### src/rtl/drs_pkg.sv
// drs_pkg: shared types, constants and config register indexes
// for the disparity reprojection error statistics block; no dependencies
package drs_pkg;

	localparam int MaxWidthDef  = 4096;
	localparam int MaxHeightDef = 4096;

	localparam logic [2:0] REG_OFFSET_X = 3'd0;
	localparam logic [2:0] REG_OFFSET_Y = 3'd1;
	localparam logic [2:0] REG_FOCAL    = 3'd2;
	localparam logic [2:0] REG_W_GAIN   = 3'd3;
	localparam logic [2:0] REG_W_OFFSET = 3'd4;
	localparam logic [2:0] REG_WIDTH    = 3'd5;

	localparam logic [24:0] CountMax = 25'h1FFFFFF;
	localparam logic [56:0] SumMax   = {57{1'b1}};

	// classified pixel handed from front to back
	typedef struct packed {
		logic               ok;
		logic               last;
		logic signed [48:0] nx;
		logic signed [48:0] ny;
		logic signed [48:0] nz;
		logic signed [52:0] wq;
		logic signed [31:0] tx;
		logic signed [31:0] ty;
		logic signed [31:0] tz;
	} job_t;

endpackage

### src/rtl/drs_front.sv
// drs_front: accepts pixels, runs range checks and forms numerators and W
// depends on drs_pkg
module drs_front #(
	parameter int MAX_WIDTH  = drs_pkg::MaxWidthDef,
	parameter int MAX_HEIGHT = drs_pkg::MaxHeightDef
) (
	input  logic                clk,
	input  logic                arst_n,
	input  logic                in_valid,
	output logic                in_ready,
	input  logic [11:0]         row_index,
	input  logic [11:0]         col_index,
	input  logic signed [15:0]  disparity,
	input  logic                mask_valid,
	input  logic signed [31:0]  truth_x,
	input  logic signed [31:0]  truth_y,
	input  logic signed [31:0]  truth_z,
	input  logic                last_pixel,
	input  logic signed [16:0]  offset_x,
	input  logic signed [16:0]  offset_y,
	input  logic [19:0]         focal_length,
	input  logic signed [31:0]  w_gain,
	input  logic signed [31:0]  w_offset,
	input  logic [12:0]         image_width,
	output logic                job_valid,
	input  logic                job_ready,
	output drs_pkg::job_t       job
);
	localparam logic [13:0] MaxW = 14'(MAX_WIDTH);
	localparam logic [13:0] MaxH = 14'(MAX_HEIGHT);

	logic               v_s1;
	drs_pkg::job_t      j_s1;
	logic signed [47:0] prod;
	logic [13:0]        wb;
	logic signed [18:0] shifted;
	logic               ok;

	assign in_ready = !v_s1 || job_ready;
	assign prod     = w_gain * disparity;
	assign wb       = ({1'b0, image_width} > MaxW) ? MaxW : {1'b0, image_width};
	assign shifted  = $signed({3'b0, col_index, 4'b0}) + 19'(disparity);
	assign ok = mask_valid && ({2'b0, row_index} < MaxH) && !shifted[18]
		&& ($signed(shifted) < $signed({1'b0, wb, 4'b0}));

	always_ff @(posedge clk or negedge arst_n) begin
		if (!arst_n) begin
			v_s1 <= 1'b0;
		end else if (in_ready) begin
			v_s1 <= in_valid;
		end
	end

	always_ff @(posedge clk) begin
		if (in_ready && in_valid) begin
			j_s1.ok   <= ok;
			j_s1.last <= last_pixel;
			j_s1.nx   <= 49'($signed({1'b0, row_index, 4'b0}) + 18'(offset_x));
			j_s1.ny   <= 49'($signed({1'b0, col_index, 4'b0}) + 18'(offset_y));
			j_s1.nz   <= $signed({29'b0, focal_length});
			j_s1.wq   <= 53'(prod) + 53'($signed({w_offset, 4'b0}));
			j_s1.tx   <= truth_x;
			j_s1.ty   <= truth_y;
			j_s1.tz   <= truth_z;
		end
	end

	assign job_valid = v_s1;
	assign job       = j_s1;
endmodule

### config.mk
export PLATFORM = sky130hd
export DESIGN_NAME = drs_front
export DESIGN_NICKNAME = d
export VERILOG_FILES = /design/src/rtl/drs_pkg.sv /design/src/rtl/drs_front.sv
export SDC_FILE = /design/constraint.sdc
export NUM_CORES = 2
export LEC_CHECK = 0
export ABC_CLOCK_PERIOD_IN_PS = 9500
export BUFFER_PORTS_ARGS = -buffer_cell sky130_fd_sc_hd__buf_2
export CAP_MARGIN = 10
export CORE_ASPECT_RATIO = 1.5
export CORE_MARGIN = 5
export CORE_UTILIZATION = 50
export CTS_BUF_LIST = sky130_fd_sc_hd__clkbuf_8
export DETAILED_ROUTE_END_ITERATION = 10
export PLACE_DENSITY = 0.84
export SLEW_MARGIN = 20
export SYNTH_ARGS = -nofsm -noshare
export SYNTH_HDL_FRONTEND = slang
export SYNTH_SLANG_ARGS = --single-unit
### constraint.sdc
create_clock -name clk -period 9.5 [get_ports clk]
set_input_delay 1.425 -clock clk [delete_from_list [all_inputs] [get_ports clk]]
set_output_delay 1.425 -clock clk [all_outputs]
set_load 0.03 [all_outputs]
### Yosys cells after proc, flatten, opt, wreduce, memory -nomap -nowiden

Index checks and enable logic that the tools add are counted.

* multiply operators: 1
* mux-type cells: 1
* $add $sub $neg: 4
* reductions and logical operators: 6
* $lt $le $gt $ge: 2

Operators by type and width (count)
* $add A48 B36 Y49: 1
* $mul A32 B16 Y48: 1
* $add A17 B17 Y18: 2
* $add A17 B16 Y18: 1
* $lt A18 B18 Y1: 1
* $gt A13 B13 Y1 const B: 1
* $mux W13: 1
* $logic_and A1 B1 Y1: 3
* $logic_not A1 Y1: 2
* $logic_or A1 B1 Y1: 1

* flip-flop bits (word level): 270
* input bits: 273

### Depth between registers and ports, before layout

* depth after elaboration: 4
* depth in mapped cells: 25

### Worst setup path after synthesis

No wires, ideal clock.

* kind: input port to flip-flop
* start: in disparity[15]
* end: reg j_s1, in the netlist job[143], data pin
* data required time: 9.342 ns
* setup time: 0.158 ns
* path slack: 2.321 ns
* buffers on the path: 3
* data arrival time: 7.021 ns
* stages on the path: 22
* cell sequence: clkbuf_1 inv_2 buf_1 nor2_1 fa_1 fa_1 fa_1 fa_1 fa_1 inv_1 fa_1 inv_1 ha_1 clkbuf_1 a211oi_1 nor2_1 o31ai_1 a41oi_1 a22o_1 a311o_1 a211o_1 o211ai_1

* cells in the longest elaborated chain, start to end: 2

RTL lines
* from (decl): line drs_front.sv:13 `input logic signed [15:0] disparity,`
* $mul A32 B16 Y48: line drs_front.sv:40 `assign prod = w_gain * disparity;`
* $add A48 B36 Y49: line drs_front.sv:61 `j_s1.wq <= 53'(prod) + 53'($signed({w_offset, 4'b0}));`
* to (decl): line drs_front.sv:33 `drs_pkg::job_t j_s1;`

Every way passes these cells.
A chain may end at the register's enable or synchronous reset.

### Worst setup path after layout

* start: in disparity[1]
* end: reg j_s1, in the netlist job[147], data pin

The elaborated chain is that of the path after synthesis.

==> impl_metrics.env <==
export IMPL_timing_rr_start="job_valid"
export IMPL_ys_types=75
export IMPL_clk_pin_slew_ns=0.06
export IMPL_row_count=105
export IMPL_ys_ff_latch=204
export IMPL_initial_utilization_pct=50.4
export IMPL_cts_buffers_inserted=34
export IMPL_drv_cap=0
export IMPL_min_period_over_period_pct=84.4
export IMPL_worstSetupStartpointType="input pin"
export IMPL_pin_count=573
export IMPL_die_w_um=201
export IMPL_drtIter0Drc=1648
export IMPL_syn_inst=2637
export IMPL_finalCriticalPeriod_ns=8.02
export IMPL_cts_num_sinks=204
export IMPL_final_common_cell="inv_1"
export IMPL_r2r_slack_ns=6.75
export IMPL_cp_arrival_ns=8.35
export IMPL_drive_above_1_share_pct=20.0
export IMPL_dp_hpwl_um=69800
export IMPL_area_delta_synth_final_pct=12.3
export IMPL_grt_overflow=0
export IMPL_dr_total_vias=20600
export IMPL_async_reset_ff_share_pct=0.490
export IMPL_worstMarginPinSlew_ns=1.00
export IMPL_rsz0062_at_grt="no"
export IMPL_run_status="completed"
export IMPL_post_cts_resized=0
export IMPL_clockBufferDepth=3
export IMPL_worstPathRequired_ns=9.83
export IMPL_synth_ff_type="edfxtp_1"
export IMPL_die_h_um=297
export IMPL_final_antenna_net_count=0
export IMPL_route_detailed_drc=0
export IMPL_fmax_mhz=125
export IMPL_grt_pass1_vias=22700
export IMPL_hp_class="reg -> reg"
export IMPL_holdPathStages=2
export IMPL_yosysSeqAreaShare_pct=22.3
export IMPL_path_class="in -> reg"
export IMPL_maxSlewHeadroom_pct=32.3
export IMPL_worstHoldStart="job_valid"
export IMPL_port_buffers=543
export IMPL_syn_area_per_cell_um2=10.4
export IMPL_wire_per_inst_um=22.3
export IMPL_cts_tree="yes"
export IMPL_finalMaxSlewViolations=0
export IMPL_ctsHoldBuffers=0
export IMPL_syn_area_mm2=0.0275
export IMPL_clock_latency_ns=0.60
export IMPL_final_setup_viol_count=0
export IMPL_grt_antenna_before_repair=20
export IMPL_grt_pass1_wl_um=129000
export IMPL_crit_path_max_fanout=32
export IMPL_grt_usage_pct=28.4
export IMPL_final_nets=4024
export IMPL_via_per_inst=5.44
export IMPL_hold_end="job_valid"
export IMPL_postRouteWirelength_um=84600
export IMPL_postCtsSetupBuffers=0
export IMPL_r2r_cells=4
export IMPL_dr_pass1_iters=7
export IMPL_cp_end_kind="flip-flop"
export IMPL_place_congestion=1.03
export IMPL_final_util_pct=56.5
export IMPL_r2r_end="job[147]"
export IMPL_ys_warn_count=0
export IMPL_synth_edf_count=203
export IMPL_finalClockSkew_ns=0.0240
export IMPL_die_area_mm2=0.0598
export IMPL_htree_levels=2
export IMPL_core_area_mm2=0.0545
export IMPL_cts_root_buf="clkbuf_8"
export IMPL_grt_max_degree=73
export IMPL_final_setup_tns_ns=0
export IMPL_mostFrequentLayoutCells="560 x inv_1, 543 x buf_2, 526 x fa_1"
export IMPL_hold_viol=0
-- through the flow --
step           area [µm²]  instances  hold slack [ns]  setup slack [ns]
3_3_place_gp        30100       3719            0.509             0.934
3_5_place_dp        30100       3719            0.535             0.938
4_1_cts             30800       3778            0.554              1.57
5_1_grt             30800       3786            0.567              1.27
2_1_floorplan       27600       2665            0.925              2.32
6_report            30800       3791            0.554              1.48
-- worst max-delay path by stage --
stage             startpoint  slack (ns)        to  depth (start not counted)
2_1_floorplan  disparity[15]        2.32  job[143]                         22
3_3_place_gp    disparity[1]        0.93  job[147]                         20
3_5_place_dp    disparity[1]        0.94  job[147]                         20
4_1_cts         disparity[1]        1.57  job[147]                         20
5_1_grt         disparity[1]        1.27  job[147]                         20
6_report        disparity[1]        1.48  job[147]                         20
-- synth_stat cells, types with 6 or more instances --
library cell  number  area (µm²)
ha_1             165        2060
or3_1              6        37.5
o21ai_0           35         175
and3_1             6        37.5
buf_4             95         713
nand2b_1          14        87.6
inv_1            553        2080
nor2b_1            9        56.3
a211oi_1          10        75.1
clkbuf_1          86         323
o21bai_1           7        52.6
a21oi_1           61         305
and2_1           209        1310
nor2_1            74         278
a21boi_0           6        45.0
o211ai_1           6        45.0
edfxtp_1         203        6100
fa_1             526       10500
o21a_1             6        45.0
a21o_1            23         173
a31oi_1            6        37.5
xor2_1            23         201
nand2_1          326        1220
xnor2_1           59         517
nand3_1           20         100
nor3_1            13        65.1
-- logic make-up after synthesis --
group,share of synthesized area (%)
AND/OR/NAND/NOR,12.5
AO/OA/AOI/OAI,5.25
other,0.0137
XOR/XNOR,2.62
adder cells (fa/ha/maj),45.9
multiplexers,0.0365
flip-flops,22.3
buffers and inverters,11.5
-- registers in the layout, summed over array words and instances, names as in the netlist --
name and cells:
job 203, job_valid 1
-- routing by layer --
metal | vias up | global-route usage (%) | routed length, µm
li1 | 8811 | - | -
met1 | 10300 | 29.0 | 25800
met2 | 1215 | 50.5 | 43600
met3 | 308 | 10.8 | 10200
met4 | 12 | 14.3 | 4970
met5 | - | 0 | 84
-- final cells by class --
cell class / instances / area, µm²
Fill cell: 4626 / 23700
Multi-Input combinational cell: 1719 / 18300
Sequential cell: 204 / 6120
Timing Repair Buffer: 547 / 2750
Inverter: 554 / 2080
Tap cell: 695 / 870
Clock buffer: 34 / 468
Clock inverter: 25 / 210
Antenna cell: 13 / 32.5
-- worst max-delay path, stage by stage --
cell and delay (ns):
buf_2 0.55, nand2_1 0.26, inv_1 0.14, fa_1 0.46
inv_1 0.21, fa_1 0.48, inv_1 0.31, fa_1 0.50
fa_1 0.57, fa_1 0.46, fa_1 0.50, ha_1 0.40
a21oi_1 0.25, o21ai_0 0.22, o41a_1 0.44, a41oi_1 0.37
a21o_1 0.30, o2111ai_1 0.16, a21oi_1 0.20, xnor2_1 0.08
Power is left out: the tool's default activity adds up to more than one toggle a clock period on the data nets, which glitch-free logic cannot reach.
