[config.mk]
export PLATFORM = sky130hd
export DESIGN_NAME = drs_queue
export DESIGN_NICKNAME = d
export VERILOG_FILES = /design/src/rtl/drs_pkg.sv /design/src/rtl/drs_queue.sv
export SDC_FILE = /design/constraint.sdc
export NUM_CORES = 1
export LEC_CHECK = 0
export BUFFER_PORTS_ARGS = -buffer_cell sky130_fd_sc_hd__buf_2
export CORE_MARGIN = 1.5
export CORE_UTILIZATION = 45
export DETAILED_ROUTE_END_ITERATION = 16
export SKIP_CTS_REPAIR_TIMING = 1
export SLEW_MARGIN = 20
export SYNTH_ARGS = -nofsm -noshare
export SYNTH_HDL_FRONTEND = slang
export SYNTH_SLANG_ARGS = --single-unit
export TNS_END_PERCENT = 100
[constraint.sdc]
create_clock -name clk -period 9.2 [get_ports clk]
set_input_delay 0.92 -clock clk [delete_from_list [all_inputs] [get_ports clk]]
set_output_delay 0.92 -clock clk [all_outputs]
set_load 0.005 [all_outputs]
[src/rtl/drs_pkg.sv]
// drs_pkg: shared types, constants and config register indexes
// for the disparity reprojection error statistics block; no dependencies
package drs_pkg;

	localparam int MaxWidthDef  = 4096;
	localparam int MaxHeightDef = 4096;

	localparam logic [2:0] REG_OFFSET_X = 3'd0;
	localparam logic [2:0] REG_OFFSET_Y = 3'd1;
	localparam logic [2:0] REG_FOCAL    = 3'd2;
	localparam logic [2:0] REG_W_GAIN   = 3'd3;
	localparam logic [2:0] REG_W_OFFSET = 3'd4;
	localparam logic [2:0] REG_WIDTH    = 3'd5;

	localparam logic [24:0] CountMax = 25'h1FFFFFF;
	localparam logic [56:0] SumMax   = {57{1'b1}};

	// classified pixel handed from front to back
	typedef struct packed {
		logic               ok;
		logic               last;
		logic signed [48:0] nx;
		logic signed [48:0] ny;
		logic signed [48:0] nz;
		logic signed [52:0] wq;
		logic signed [31:0] tx;
		logic signed [31:0] ty;
		logic signed [31:0] tz;
	} job_t;

endpackage

[src/rtl/drs_queue.sv]
// drs_queue: small fifo decoupling the front from the back
// depends on drs_pkg
module drs_queue (
	input  logic          clk,
	input  logic          arst_n,
	input  logic          wr_valid,
	output logic          wr_ready,
	input  drs_pkg::job_t wr_data,
	output logic          rd_valid,
	input  logic          rd_ready,
	output drs_pkg::job_t rd_data
);
	drs_pkg::job_t mem_q [4];
	logic [1:0] wp_q, rp_q;
	logic [2:0] cnt_q;
	logic       wr, rd;

	assign wr_ready = cnt_q != 3'd4;
	assign rd_valid = cnt_q != 3'd0;
	assign wr = wr_valid && wr_ready;
	assign rd = rd_valid && rd_ready;
	assign rd_data = mem_q[rp_q];

	always_ff @(posedge clk) begin
		if (wr) begin
			mem_q[wp_q] <= wr_data;
		end
	end

	always_ff @(posedge clk or negedge arst_n) begin
		if (!arst_n) begin
			wp_q <= '0; rp_q <= '0; cnt_q <= '0;
		end else begin
			if (wr) wp_q <= wp_q + 2'd1;
			if (rd) rp_q <= rp_q + 2'd1;
			cnt_q <= cnt_q + {2'b0, wr} - {2'b0, rd};
		end
	end
endmodule

# Word level (Yosys, flattened, before mapping)

Memories as Yosys holds them, arrays and structs flattened.
Index checks and enable logic that the tools add are counted.

Multiplexer cells: 2
Add/sub/neg operators: 4
Equality and inequality tests: 1
Reductions and logical operators: 3

Operators with widths:

| operator                                                       | number |
|---|---|
| 2-bit by 1-bit adder with 2-bit output (second input constant) | 2 |
| 3-bit by 1-bit adder with 3-bit output                         | 1 |
| 3-bit != test (second input constant)                          | 1 |
| 3-bit nonzero test                                             | 1 |
| 3-bit by 1-bit subtractor with 3-bit output                    | 1 |
| 1-bit logical AND                                              | 2 |
| 1-bit two-way mux                                              | 2 |

Flip-flop bits (word level): 7
Output and inout bits: 300
Memories: 1
Memory bits (writable): 1,192
Word-level logic and storage cells: 14

Memory list:

| memory | depth | bits a word | read ports | clocked after Yosys merged registers in | write ports | line            | RTL |
|---|---|---|---|---|---|---|---|
| mem_q  | 4     | 298         | 1          | 0                                       | 1           | drs_queue.sv:13 | `drs_pkg::job_t mem_q [4];` |

# Logic depth before layout (Yosys ltp)

Word-level depth: 4
Depth in mapped cells: 9
Gate-level depth less buffers: 9

# Least setup slack after synthesis

No wires, ideal clock.

Path type: input to register
From: in wr_valid
To: mem mem_q[0][0] (netlist name), enable pin
Setup slack: 0.756 ns
Library setup time: 0.700 ns
Arrival time: 7.744 ns
Cell stages on the path: 1
Path through: and3b_1

Cells in the longest elaborated chain, start to end: 3

Ends and longest elaborated chain:

| element                                 | line            | RTL |
|---|---|---|
| from (decl)                             | drs_queue.sv:6  | `input logic wr_valid,` |
| 1-bit logical AND                       | drs_queue.sv:20 | `assign wr = wr_valid && wr_ready;` |
| 1-bit two-way mux                       | drs_queue.sv:25 | `if (wr) begin` |
| 1-bit two-way mux (implied by the code) | drs_queue.sv:26 | `mem_q[wp_q] <= wr_data;` |
| to (decl)                               | drs_queue.sv:13 |  |

No other way between the ends.

==> impl_results.html <==
<table>
<tr><th>Metric</th><th>Value</th></tr>
<tr><th colspan="2">GRT</th></tr>
<tr><td>Largest net degree at the start of global routing</td><td>144</td></tr>
<tr><td>Antenna violations before repair</td><td>45</td></tr>
<tr><td>Total routing resource utilization after global routing</td><td>0.182</td></tr>
<tr><td>Via count of the first global-routing pass</td><td>20700</td></tr>
<tr><td>First-pass GRT wire length</td><td>133000 um</td></tr>
<tr><td>Overflow left after global routing</td><td>0</td></tr>
<tr><th colspan="2">Place</th></tr>
<tr><td>Number of port buffers</td><td>601</td></tr>
<tr><td>Placement-stage worst setup slack</td><td>5020 ps</td></tr>
<tr><td>Final weighted congestion of routability-driven global placement</td><td>0.768</td></tr>
<tr><td>Post-detail-place hpwl</td><td>54600 um</td></tr>
<tr><td>Cell area after placement</td><td>47800 um^2</td></tr>
<tr><th colspan="2">Worst setup path</th></tr>
<tr><td>Cell seen most often among critical-path stages</td><td>buf_4</td></tr>
<tr><td>Endpoint of the worst-slack reg-to-reg timing path</td><td>mem_q[0][97]</td></tr>
<tr><td>CP Class</td><td>flop to output pin</td></tr>
<tr><td>Maximum single-stage delay on the critical path</td><td>1030 ps</td></tr>
<tr><td>R2r worst-path depth</td><td>3</td></tr>
<tr><td>Data arrival time of the critical path</td><td>3930 ps</td></tr>
<tr><td>Endpoint type of the worst setup path</td><td>output pin</td></tr>
<tr><td>Worst path top cell family by delay</td><td>buffers and inverters</td></tr>
<tr><td>Count of buffer and inverter cells on the critical path</td><td>3</td></tr>
<tr><td>Kind of start point of the critical path</td><td>flop</td></tr>
<tr><td>Cell breakdown of the critical path</td><td>buf_4, buf_4, mux4_2, buf_2</td></tr>
<tr><td>CP required</td><td>8280 ps</td></tr>
<tr><td>Critical register-to-register path startpoint</td><td>cnt_q[1]</td></tr>
<tr><td>Master of the slowest instance on the critical path</td><td>dfrtp_4</td></tr>
<tr><td>Crit Path Max Fanout</td><td>61</td></tr>
<tr><td>Crit path depth</td><td>4</td></tr>
<tr><td>Worst R2R Setup Slack</td><td>6230 ps</td></tr>
<tr><th colspan="2">Pwr</th></tr>
<tr><td>Power per standard cell area</td><td>323 nW/um^2</td></tr>
<tr><td>Power after layout</td><td>0.0167 W</td></tr>
<tr><td>Clock group share of total power</td><td>0.280</td></tr>
<tr><td>Portion of total power attributed to sequential cells</td><td>0.451</td></tr>
<tr><td>Int Pwr</td><td>0.0120 W</td></tr>
<tr><td>Maximum resistive drop on vdd</td><td>0.270 mV</td></tr>
<tr><td>Combinational share of power</td><td>0.269</td></tr>
<tr><td>Leak</td><td>17.3 nW</td></tr>
<tr><td>Switching power</td><td>0.00468 W</td></tr>
<tr><td>Fraction of power spent switching nets</td><td>0.280</td></tr>
<tr><th colspan="2">Logic synthesis</th></tr>
<tr><td>Fraction of synthesized area in multiplexers</td><td>0.153</td></tr>
<tr><td>Largest family of logic cells by synthesized area</td><td>multiplexers</td></tr>
<tr><td>Fraction of the mapped netlist area in compound gates</td><td>0.000743</td></tr>
<tr><td>Sequential area share after synthesis</td><td>0.821</td></tr>
<tr><td>Net count after synthesis</td><td>1907</td></tr>
<tr><td>Mapped Cells</td><td>1598</td></tr>
<tr><td>Arithmetic-cell share of the synthesized area counting full adders, half adders and majority gates</td><td>0.00217</td></tr>
<tr><td>#FFs+latches synth</td><td>1199</td></tr>
<tr><td>YS warnings</td><td>0</td></tr>
<tr><td>Total standard cell area after synthesis</td><td>43800 um^2</td></tr>
<tr><td>Avg Cell Area, Syn</td><td>27.4 um^2</td></tr>
<tr><td>Post-Synth Simple-Gate Area</td><td>0.00229</td></tr>
<tr><td>Post-synth top area share</td><td>0.817</td></tr>
<tr><td>Post-synthesis share of cell area spent on xor and xnor gates</td><td>0.000800</td></tr>
<tr><td>Library cell occupying the most area in the post-synthesis netlist</td><td>edfxtp_1</td></tr>
<tr><td>Main area contributors after synthesis</td><td>edfxtp_1, mux4_2, buf_12, dfrtp_1, buf_2</td></tr>
<tr><td>Number of distinct standard cells referenced by the synthesized netlist</td><td>21</td></tr>
<tr><th colspan="2">Clock tree</th></tr>
<tr><td>Buffers from clock root to sink, at most</td><td>3</td></tr>
<tr><td>CTS tree</td><td>done</td></tr>
<tr><td>Clk slew on worst S/H paths</td><td>60 ps</td></tr>
<tr><td>TritonCTS buffer count</td><td>120</td></tr>
<tr><td>Clock latency at the later pin of the worst-skew pair</td><td>710 ps</td></tr>
<tr><td>Deepest level of the CTS H-tree</td><td>3</td></tr>
<tr><td>Total clock sinks</td><td>1199</td></tr>
<tr><td>Root Driver</td><td>clkbuf_16</td></tr>
<tr><th colspan="2">Detailed routing</th></tr>
<tr><td>Antenna-violating nets left</td><td>0</td></tr>
<tr><td>First-pass iteration count of the detailed router</td><td>5</td></tr>
<tr><td>Via Count</td><td>19500</td></tr>
<tr><td>Final Routed Wirelength</td><td>90600 um</td></tr>
<tr><td>Drt drc</td><td>0</td></tr>
<tr><td>Mean routed wirelength per cell</td><td>24.8 um</td></tr>
<tr><td>Ratio of routed vias to standard cells</td><td>5.32</td></tr>
<tr><td>DRC marker count from the first detailed-route iteration</td><td>1307</td></tr>
<tr><th colspan="2">Timing</th></tr>
<tr><td>Setup skew after layout</td><td>20.2 ps</td></tr>
<tr><td>Setup-failing EPs final</td><td>0</td></tr>
<tr><td>Max Transition Viols Final</td><td>0</td></tr>
<tr><td>Final hold viol count</td><td>0</td></tr>
<tr><td>Transition time at the pin with the least slew margin</td><td>1340 ps</td></tr>
<tr><td>Final Critical Period</td><td>4850 ps</td></tr>
<tr><td>RSZ-0062 raised after global routing</td><td>no</td></tr>
<tr><td>Final worst-path setup slack</td><td>4350 ps</td></tr>
<tr><td>Total negative slack for setup checks</td><td>0 ps</td></tr>
<tr><td>Rel. slew slack</td><td>0.107</td></tr>
<tr><td>Achievable clock frequency</td><td>206 MHz</td></tr>
<tr><td>Minimum hold slack</td><td>54.2 ps</td></tr>
<tr><td>Final critical-path share of the clock period</td><td>0.528</td></tr>
<tr><th colspan="2">Finish</th></tr>
<tr><td>Synth-to-layout area growth</td><td>18.0%</td></tr>
<tr><td>Fill cell total of the finished layout</td><td>7374</td></tr>
<tr><td>Fraction of layout cells with a size suffix above 1</td><td>0.459</td></tr>
<tr><td>Final #Nets</td><td>2578</td></tr>
<tr><td>Design Area, Final</td><td>51700 um^2</td></tr>
<tr><th colspan="2">Floorplan</th></tr>
<tr><td>Rows</td><td>114</td></tr>
<tr><td>Die extent in x</td><td>315 um</td></tr>
<tr><td>Area of the die</td><td>99200 um^2</td></tr>
<tr><td>Starting utilization of the core area</td><td>0.454</td></tr>
<tr><td>Count of pins on the block boundary</td><td>602</td></tr>
<tr><td>Chip Height</td><td>315 um</td></tr>
<tr><td>Core Area</td><td>96600 um^2</td></tr>
<tr><th colspan="2">Run</th></tr>
<tr><td>Max_cap viols</td><td>0</td></tr>
<tr><th colspan="2">Hold path</th></tr>
<tr><td>Tightest Hold Check Type</td><td>input port to asynchronous set/reset pin</td></tr>
<tr><th colspan="2">Status</th></tr>
<tr><td>Result of the run</td><td>completed</td></tr>
</table>
==> power groups by stage <==
stage | Combinational, W | Clock (W) | Sequential, W
2_1_floorplan | 0.00302 | 0 | 0.00781
3_3_place_gp | 0.00461 | 0 | 0.00761
3_5_place_dp | 0.00461 | 0 | 0.00766
4_1_cts | 0.00463 | 0.00478 | 0.00755
5_1_grt | 0.00484 | 0.00498 | 0.00763
6_report | 0.00449 | 0.00467 | 0.00754
==> stage by stage <==
stage / utilization / instances
CTS: 0.535 / 3642
floorplan: - / 1598
global route: 0.535 / 3656
finish: 0.535 / 3659
global placement: 0.495 / 3423
detailed placement: 0.495 / 3423
==> synthesized netlist by cell type <==
cell type     n
and3b_1       4
buf_12       33
buf_2        27
buf_6         1
clkbuf_1      6
dfrtp_1       7
edfxtp_1   1192
fa_1          1
ha_1          6
inv_1         6
mux4_2      298
nand2_1       1
nand2b_1      4
nand4bb_1     2
nor3b_1       1
o211ai_1      2
o311ai_0      1
o31a_1        1
or3_1         1
xnor2_1       3
xor2_1        1
==> layout make-up <==
class                           instances  area [um^2]  area share
Tap cell                             1276         1600      0.0309
Timing Repair Buffer                  616         3260      0.0630
Clock buffer                          156         3190      0.0617
Clock inverter                         63          614      0.0119
Inverter                                6         22.5    0.000436
Multi-Input combinational cell        326         6990       0.135
Sequential cell                      1199        36000       0.696
Antenna cell                           17         42.5    0.000823
==> metal layers <==
| metal | global-route usage | up-vias | wire, um |
|---|---|---|---|
| met3 | 0.0664 | 203 | 7700 |
| met2 | 0.292 | 591 | 45500 |
| li1 | - | 8360 | - |
| met4 | 0.0653 | 50 | 2520 |
| met5 | 0 | - | 276 |
| met1 | 0.228 | 10200 | 34700 |
==> cells in the final DEF (no fill, tap or decap), types with 5 or more instances in the layout <==
cell type,instances
edfxtp_1,1192
buf_2,601
mux4_2,298
clkbuf_16,121
clkbuf_1,32
clkinv_1,22
diode_2,17
clkinv_2,17
buf_12,11
bufinv_16,10
inv_1,6
ha_1,6
clkinvlp_4,6
dfrtp_1,5
==> logic make-up (layout without fill, tap and decap cells) <==
family | count (synthesis) | in the layout
DFF | 1199 | 1199
muxes | 298 | 298
buffers and inverters | 73 | 841
and+or+nand+nor | 13 | 13
adders and majority gates | 7 | 7
AOI/OAI and AO/OA | 4 | 4
xor gates and xnor gates | 4 | 4
other | 0 | 17
==> worst max-delay path by stage <==
stage | startpoint | to | slack [ps]
after detailed placement | rp_q[0] | rd_data[43] | 5020
after floorplan | wr_valid | mem_q[0][0] | 760
after CTS | rp_q[1] | rd_data[203] | 4230
after global placement | rp_q[0] | rd_data[75] | 5040
final | rp_q[1] | rd_data[205] | 4350
after global routing | rp_q[1] | rd_data[203] | 4140
==> state kept, by name, summed over array words and instances, names as in the netlist <==
register	count
mem_q	1192
cnt_q	3
wp_q	2
rp_q	2
Power figures use the tool's default switching activity.
